## src/rtl/tdpt_pkg.sv

```systemverilog
// shared types, constants and the control program of the trial division prime test
// no dependencies; used by the datapath, the sequencer and the top level
`default_nettype none

package tdpt_pkg;

    localparam int VALUE_WIDTH_DEF = 32;
    localparam int PC_W            = 4;

    typedef logic [PC_W-1:0] t_pc;

    // program addresses that are jumped to
    localparam t_pc PC_START = t_pc'(0);
    localparam t_pc PC_LOOP  = t_pc'(7);

    // divisor register operations
    typedef enum logic [2:0] {
        D_HOLD,
        D_SET2,
        D_SET3,
        D_SET5,
        D_ADD2,
        D_ADD4
    } t_d_op;

    // branch conditions
    typedef enum logic [2:0] {
        C_NEVER,
        C_ALWAYS,
        C_LT2,
        C_LT4,
        C_REM0,
        C_DGTQ
    } t_cond;

    // one control word
    typedef struct packed {
        t_d_op d_op;
        logic  div;
        t_cond cond;
        logic  fin;
        logic  res;
        t_pc   target;
    } t_uword;

    // datapath status seen by the sequencer
    typedef struct packed {
        logic lt2;
        logic lt4;
        logic rem0;
        logic dgtq;
    } t_flags;

    // sequencer commands to the datapath
    typedef struct packed {
        logic  load;
        t_d_op d_op;
        logic  div_start;
    } t_dp_ctrl;

    typedef enum logic [1:0] {
        S_IDLE,
        S_RUN,
        S_WAIT,
        S_HOLD
    } t_state;

    // control program
    function automatic t_uword ucode(input t_pc pc);
        t_uword w;
        case (pc)
            t_pc'(0):  w = '{D_HOLD, 1'b0, C_LT2,    1'b1, 1'b0, PC_START};
            t_pc'(1):  w = '{D_HOLD, 1'b0, C_LT4,    1'b1, 1'b1, PC_START};
            t_pc'(2):  w = '{D_SET2, 1'b1, C_NEVER,  1'b0, 1'b0, PC_START};
            t_pc'(3):  w = '{D_HOLD, 1'b0, C_REM0,   1'b1, 1'b0, PC_START};
            t_pc'(4):  w = '{D_SET3, 1'b1, C_NEVER,  1'b0, 1'b0, PC_START};
            t_pc'(5):  w = '{D_HOLD, 1'b0, C_REM0,   1'b1, 1'b0, PC_START};
            t_pc'(6):  w = '{D_SET5, 1'b1, C_NEVER,  1'b0, 1'b0, PC_START};
            t_pc'(7):  w = '{D_HOLD, 1'b0, C_DGTQ,   1'b1, 1'b1, PC_START};
            t_pc'(8):  w = '{D_HOLD, 1'b0, C_REM0,   1'b1, 1'b0, PC_START};
            t_pc'(9):  w = '{D_ADD2, 1'b1, C_NEVER,  1'b0, 1'b0, PC_START};
            t_pc'(10): w = '{D_HOLD, 1'b0, C_REM0,   1'b1, 1'b0, PC_START};
            t_pc'(11): w = '{D_ADD4, 1'b1, C_ALWAYS, 1'b0, 1'b0, PC_LOOP};
            default:   w = '{D_HOLD, 1'b0, C_ALWAYS, 1'b1, 1'b0, PC_START};
        endcase
        return w;
    endfunction

endpackage

`default_nettype wire

```

## src/rtl/tdpt_divider.sv

```systemverilog
// restoring divider, one quotient bit per cycle, gives quotient and remainder
// depends on nothing outside itself
`default_nettype none

module tdpt_divider #(
    parameter int VALUE_WIDTH = 32
) (
    input  wire logic                   i_clk,
    input  wire logic                   i_rst_n,
    input  wire logic                   i_start,
    input  wire logic [VALUE_WIDTH-1:0] i_dividend,
    input  wire logic [VALUE_WIDTH-1:0] i_divisor,
    output logic                        o_done,
    output logic [VALUE_WIDTH-1:0]      o_quot,
    output logic [VALUE_WIDTH-1:0]      o_rem
);

    localparam int CW = $clog2(VALUE_WIDTH + 1);

    logic                   r_busy, n_busy;
    logic                   r_done, n_done;
    logic [CW-1:0]          r_cnt, n_cnt;
    logic [VALUE_WIDTH-1:0] r_quot, n_quot;
    logic [VALUE_WIDTH-1:0] r_rem, n_rem;
    logic [VALUE_WIDTH-1:0] r_dvs, n_dvs;
    logic [VALUE_WIDTH:0]   shifted;
    logic [VALUE_WIDTH:0]   diff;

    always_comb begin
        shifted = {r_rem, r_quot[VALUE_WIDTH-1]};
        diff    = shifted - {1'b0, r_dvs};
        n_busy  = r_busy;
        n_done  = 1'b0;
        n_cnt   = r_cnt;
        n_quot  = r_quot;
        n_rem   = r_rem;
        n_dvs   = r_dvs;
        if (i_start) begin
            n_busy = 1'b1;
            n_cnt  = CW'(VALUE_WIDTH);
            n_quot = i_dividend;
            n_rem  = '0;
            n_dvs  = i_divisor;
        end else if (r_busy) begin
            if (!diff[VALUE_WIDTH]) begin
                n_rem = diff[VALUE_WIDTH-1:0];
            end else begin
                n_rem = shifted[VALUE_WIDTH-1:0];
            end
            n_quot = {r_quot[VALUE_WIDTH-2:0], ~diff[VALUE_WIDTH]};
            n_cnt  = r_cnt - CW'(1);
            if (r_cnt == CW'(1)) begin
                n_busy = 1'b0;
                n_done = 1'b1;
            end
        end
    end

    always_ff @(posedge i_clk) begin
        if (!i_rst_n) begin
            r_busy <= 1'b0;
            r_done <= 1'b0;
            r_cnt  <= '0;
        end else begin
            r_busy <= n_busy;
            r_done <= n_done;
            r_cnt  <= n_cnt;
        end
        r_quot <= n_quot;
        r_rem  <= n_rem;
        r_dvs  <= n_dvs;
    end

    assign o_done = r_done;
    assign o_quot = r_quot;
    assign o_rem  = r_rem;

endmodule

`default_nettype wire

```

## src/rtl/tdpt_datapath.sv

```systemverilog
// candidate and divisor registers, shared divider and status flags
// depends on tdpt_pkg and tdpt_divider
`default_nettype none

module tdpt_datapath #(
    parameter int VALUE_WIDTH = tdpt_pkg::VALUE_WIDTH_DEF
) (
    input  wire logic                   i_clk,
    input  wire logic                   i_rst_n,
    input  wire tdpt_pkg::t_dp_ctrl     i_ctrl,
    input  wire logic [VALUE_WIDTH-1:0] i_candidate,
    output tdpt_pkg::t_flags            o_flags,
    output logic                        o_div_done
);

    import tdpt_pkg::*;

    logic [VALUE_WIDTH-1:0] r_n;
    logic [VALUE_WIDTH-1:0] r_d, n_d;
    logic [VALUE_WIDTH-1:0] quot;
    logic [VALUE_WIDTH-1:0] rem;

    always_comb begin
        case (i_ctrl.d_op)
            D_SET2:  n_d = VALUE_WIDTH'(2);
            D_SET3:  n_d = VALUE_WIDTH'(3);
            D_SET5:  n_d = VALUE_WIDTH'(5);
            D_ADD2:  n_d = r_d + VALUE_WIDTH'(2);
            D_ADD4:  n_d = r_d + VALUE_WIDTH'(4);
            default: n_d = r_d;
        endcase
    end

    always_ff @(posedge i_clk) begin
        if (i_ctrl.load) begin
            r_n <= i_candidate;
        end
        r_d <= n_d;
    end

    tdpt_divider #(
        .VALUE_WIDTH (VALUE_WIDTH)
    ) u_div (
        .i_clk      (i_clk),
        .i_rst_n    (i_rst_n),
        .i_start    (i_ctrl.div_start),
        .i_dividend (r_n),
        .i_divisor  (n_d),
        .o_done     (o_div_done),
        .o_quot     (quot),
        .o_rem      (rem)
    );

    assign o_flags.lt2  = (r_n < VALUE_WIDTH'(2));
    assign o_flags.lt4  = (r_n < VALUE_WIDTH'(4));
    assign o_flags.rem0 = (rem == '0);
    assign o_flags.dgtq = (r_d > quot);

endmodule

`default_nettype wire

```

## config.mk

```make
export PLATFORM = sky130hd
export DESIGN_NAME = tdpt_datapath
export DESIGN_NICKNAME = d
export VERILOG_FILES = /design/src/rtl/tdpt_pkg.sv /design/src/rtl/tdpt_divider.sv /design/src/rtl/tdpt_datapath.sv
export SDC_FILE = /design/constraint.sdc
export NUM_CORES = 1
export LEC_CHECK = 0
export BUFFER_PORTS_ARGS = -buffer_cell sky130_fd_sc_hd__buf_2
export CAP_MARGIN = 20
export CORE_AREA = 4 4 235 145
export CTS_CLUSTER_DIAMETER = 150
export CTS_CLUSTER_SIZE = 40
export DETAILED_ROUTE_END_ITERATION = 10
export DIE_AREA = 0 0 239 149
export PLACE_DENSITY_LB_ADDON = 0.08
export SLEW_MARGIN = 40
export SYNTH_ARGS = -nofsm -noshare
export SYNTH_HDL_FRONTEND = slang
export SYNTH_SLANG_ARGS = --single-unit
export TNS_END_PERCENT = 100
```

## constraint.sdc

```tcl
create_clock -name i_clk -period 5.55 [get_ports i_clk]
set_clock_uncertainty 0.05 [all_clocks]
set_input_delay 0.8325 -clock i_clk [delete_from_list [all_inputs] [get_ports i_clk]]
set_output_delay 0.8325 -clock i_clk [all_outputs]
set_load 0.05 [all_outputs]
```

* Word-level counts from Yosys, hierarchy flattened *
Index checks and enable logic that the tools add are counted.

word-level totals
  register bits after elaboration = 168
  latch bits = 0
  bits in writable memories = 0
  bits in read-only memories = 0
  input port bits = 39
  output and inout port bits = 5
  word-level logic and storage cells = 39
  memories = 0

operators by class
  add/sub/neg operators = 4
  $mul = 0
  divide/modulo/power cells = 0
  order comparisons = 3
  eq/ne operators = 6
  shifts and indexed selects = 0
  multiplexer cells = 10
  bitwise operators = 3
  reduce and logical (&&, ||, !) cells = 4

operators by type and width
  operator                 count
  $pmux W32 S5             1
  $mux W32                 3
  $sub A33 B32 Y33         1
  $add A32 B2 Y32 const B  1
  $add A32 B3 Y32 const B  1
  $gt A32 B32 Y1           1
  $logic_not A32 Y1        1
  $lt A32 B2 Y1 const B    1
  $lt A32 B3 Y1 const B    1
  $mux W6                  2
  $eq A3 B2 Y1 const B     2
  $eq A3 B3 Y1 const B     2
  $eq A6 B1 Y1 const B     1
  $sub A6 B1 Y6 const B    1
  $mux W1                  4
  $eq A3 B1 Y1 const B     1
  $not A1 Y1               3
  $reduce_or A3 Y1         1
  $reduce_bool A2 Y1       1
  $reduce_or A2 Y1         1

* Logic depth before layout (Yosys ltp) *
  depth after elaboration = 4
  depth in mapped cells = 12
  gate-level depth less buffers = 11

* Cells and area by module *
From an unflattened synthesis, not the netlist that was laid out.

unflattened totals
  cell total of the unflattened synthesis = 1,005
  area, all modules = 9,770.6 sq um

by module, submodules not included
  module         instances  cells an instance  area each (sq um)  sequential area each (sq um)
  tdpt_divider   1          604                6,105.9            2,722.6
  tdpt_datapath  1          401                3,664.8            1,601.5

* Least setup slack after synthesis *
Ideal clock, no wire load.

  path kind = register -> output
  start point = register r_d[28]
  end point = output o_flags[0] (netlist bit)
  data arrival time = 2.105 ns
  required time = 4.668 ns
  path slack = 2.563 ns
  cell stages (with the launch flop) = 7
  path buffers = 0
  cell sequence = dfxtp_1 > ha_1 > nand4_1 > nor4_1 > nand2_1 > o21bai_1 > a31oi_1

RTL lines
  what                      line                 RTL
  start: declaration        tdpt_datapath.sv:19  logic [VALUE_WIDTH-1:0] r_d, n_d;
  start signal: assignment  tdpt_datapath.sv:38  r_d <= n_d;
  end: declaration          tdpt_datapath.sv:12  output tdpt_pkg::t_flags o_flags,

* Worst setup path after layout *
  start point = register u_div.r_quot[31], in the netlist u_div.o_quot[31]
  end point = register u_div.r_rem[15], in the netlist u_div.o_rem[15]

on the way
  cells in the longest elaborated chain, start to end = 2

RTL lines
  what                      line                RTL
  start: declaration        tdpt_divider.sv:23  logic [VALUE_WIDTH-1:0] r_quot, n_quot;
  start signal: assignment  tdpt_divider.sv:69  r_quot <= n_quot;
  $sub A33 B32 Y33          tdpt_divider.sv:31  diff = shifted - {1'b0, r_dvs};
  $mux W32                  tdpt_divider.sv:45  if (!diff[VALUE_WIDTH]) begin
  end signal: assignment    tdpt_divider.sv:70  r_rem <= n_rem;
  end: declaration          tdpt_divider.sv:24  logic [VALUE_WIDTH-1:0] r_rem, n_rem;

No other way between the ends.
A chain may end at the register's enable or synchronous reset.

==> reports/metrics.yaml <==
grt_max_degree: 77
wl_mm: 27.2
final_layout_size_suffix_gt1_share_pct: 8.77
synthMostInstantiatedCell: "nand2_1"
max_freq_ghz: 0.261
slew_headroom_pct: 39.6
seq_area_frac_synth_pct: 45.7
post-cts-setup-buffers: 0
synth_area_leaders: "edfxtp_1, dfxtp_1, ha_1"
cts_resized: 0
path_clk_slew_ns: 0.06
post-route-min-period_ns: 3.83
area_growth_pct: 12.7
grtUsageMet1_pct: 26.7
final_max_slew_viol_count: 0
ys_types: 62
ys_top_cells_by_count: "nand2_1, o21ai_0, edfxtp_1"
grt_first_pass_wirelength_mm: 41.7
grt-busiest-layer: "met1"
crit_type: "flop to flop"
grt_use_met3_pct: 2.57
rows: 51
ir_worst_vdd_mv: 0.208
seqCellArea_um2: 4320
antenna_found_initial: 0
finalNetCount: 1179
ys.flop_type: "edfxtp_1"
placedCellCount: 1475
worst_slew_pin_slew_ns: 0.893
cp_max_fo: 17
crit_slowest_cell: "a211o_1"
hold_path.class: "flop to flop"
required_ns: 5.84
core_area_um2: 32000
netlist.area_leader.share_pct: 30.4
via_per_inst: 5.10
cts_buffers: 17
start_util_pct: 29.6
met2_usage_pct: 18.2
finalCritPeriodShare_pct: 69.0
slowest_delay_ns: 0.40
ant_nets: 0
cts_tree: "yes"
die_area_um2: 35600
io_pins: 44
clock_path_buffers: 2
overflow: 0
synth_seq_cells: 168
firstDrtPassIters: 6
cp.buffers_inverters: 2
power_mw: 3.18
clkSinkCount: 168
num_vias: 7688
drc: 0
cp.arrival_ns: 4.12
outcome: "finished clean"
max_cap_violations: 0
fill_cells: 3309
cp_top_family: "compound AO/OA/AOI/OAI gates"
synth-edff-count: 96
p_per_area_nw_per_um2: 297
clk_latency_ns: 0.43
grt_pass1_vias: 6937
grt_usage_pct: 15.2
worstPathCellList: "inv_1, ha_1, fa_1, nand2b_1, a21oi_1, o21ai_1, a211o_1, a31oi_4, xnor2_2, buf_4, a311o_1, a311oi_2"
gp_congestion: 0.841
leakage_nw: 4.32
routedWlPerCell_um: 18.1
multiInputGateArea_um2: 4700
die_w_um: 239
netlist.top_cell.by_area: "edfxtp_1"
cts_hold_buf: 0
timing.hold.ws_ns: 0.429
cts_htree_levels: 4
fin_ws_ns: 1.72
dp_hpwl_mm: 20.8
syn-cell-area_um2: 9470
syn-num-nets: 1144
num_antenna_cells: 0
syn_inst: 1035
fin_tns_setup_ns: 0
hold_viol: 0
stdcell_count: 1507
drtIter0Drc: 701
cp-start-kind: "flop"
rsz0062_at_grt: "false"
synthArstFlopShare_pct: 0
synth_area_per_cell_um2: 9.15
endpoint_kind: "flop"
setup_viol: 0
clockRootBuffer: "clkbuf_16"
port_buffers: 43
preCtsSetupSlack_ns: 1.77
die_h_um: 149
synth_warnings: 0
layout make-up:
class	instances	area share, %
inverters	76	2.67
well taps	424	4.97
repair buffers	55	3.02
clock buffers	24	4.36
clock inverters	8	0.469
multi-input cells	752	44.0
flip-flops and latches	168	40.5
path summary, 6_finish.rpt:
| path | from | to | slack [ns] | depth (start not counted) |
|---|---|---|---|---|
| max | u_div.o_quot[31] | u_div.o_rem[15] | 1.72 | 12 |
| min | r_d[0] | r_d[0] | 0.43 | 2 |
| max reg2reg | u_div.o_quot[31] | u_div.o_rem[15] | 1.72 | 12 |
| min reg2reg | r_d[0] | r_d[0] | 0.43 | 2 |
metrics by stage:
stage / util, % / cell area, um2
6_report: 33.4 / 10700
3_5_place_dp: 31.8 / 10200
2_1_floorplan: - / 9470
3_3_place_gp: 31.7 / 10100
5_1_grt: 33.4 / 10700
4_1_cts: 33.4 / 10700
report_power, final:
group / switching [mW] / internal [mW]
clock: 0.494 / 0.588
sequential: 0.0676 / 1.41
combinational: 0.383 / 0.227
total: 0.944 / 2.23
worst register-to-register path, stage by stage (launching register included):
cell,delay [ns]
edfxtp_1,0.32
inv_1,0.09
ha_1,0.24
fa_1,0.39
nand2b_1,0.19
a21oi_1,0.30
o21ai_1,0.26
a211o_1,0.40
a31oi_4,0.34
xnor2_2,0.30
buf_4,0.31
a311o_1,0.30
a311oi_2,0.25
cells by family (layout without fill, tap and decap cells):
family,Yosys count,in the layout,synth area share [%]
buffers and inverters,115,163,4.76
muxes,11,11,1.18
and+or+nand+nor,361,361,17.6
adders and majority gates,70,70,9.33
DFF,168,168,45.7
xor gates and xnor gates,30,30,3.05
AOI/OAI and AO/OA,280,280,18.4
cells in the final DEF (no fill, tap or decap), types with 10 or more instances in the layout:
cell	Yosys	routed
and3_1	12	12
nand4_1	26	26
nand2b_1	12	11
buf_2	5	42
a311oi_1	15	15
nand2_1	152	152
o21a_1	12	12
nand3_1	21	21
o31ai_1	10	10
edfxtp_1	96	96
nor2_1	75	75
nor3_1	17	17
ha_1	69	69
o21ai_0	108	108
a21oi_1	55	55
a21o_1	21	21
xor2_1	10	10
xnor2_1	18	18
inv_1	76	75
a31oi_1	15	15
nor4_1	22	22
clkbuf_16	0	17
buf_4	3	11
mux2i_1	10	10
dfxtp_1	72	72
state kept, by name, summed over array words and instances (netlist names):
signal	flops
u_div.r_dvs	32
r_d	32
u_div.o_done	1
u_div.r_busy	1
r_n	32
u_div.o_quot	32
u_div.o_rem	32
u_div.r_cnt	6
metal layers:
layer / up-vias / share of wire [%]
met4: 0 / 0.92
met2: 140 / 36
met3: 17 / 3.9
met5: - / 0
li1: 3848 / -
met1: 3683 / 59
Note: power is estimated with default switching activity, not from simulation.
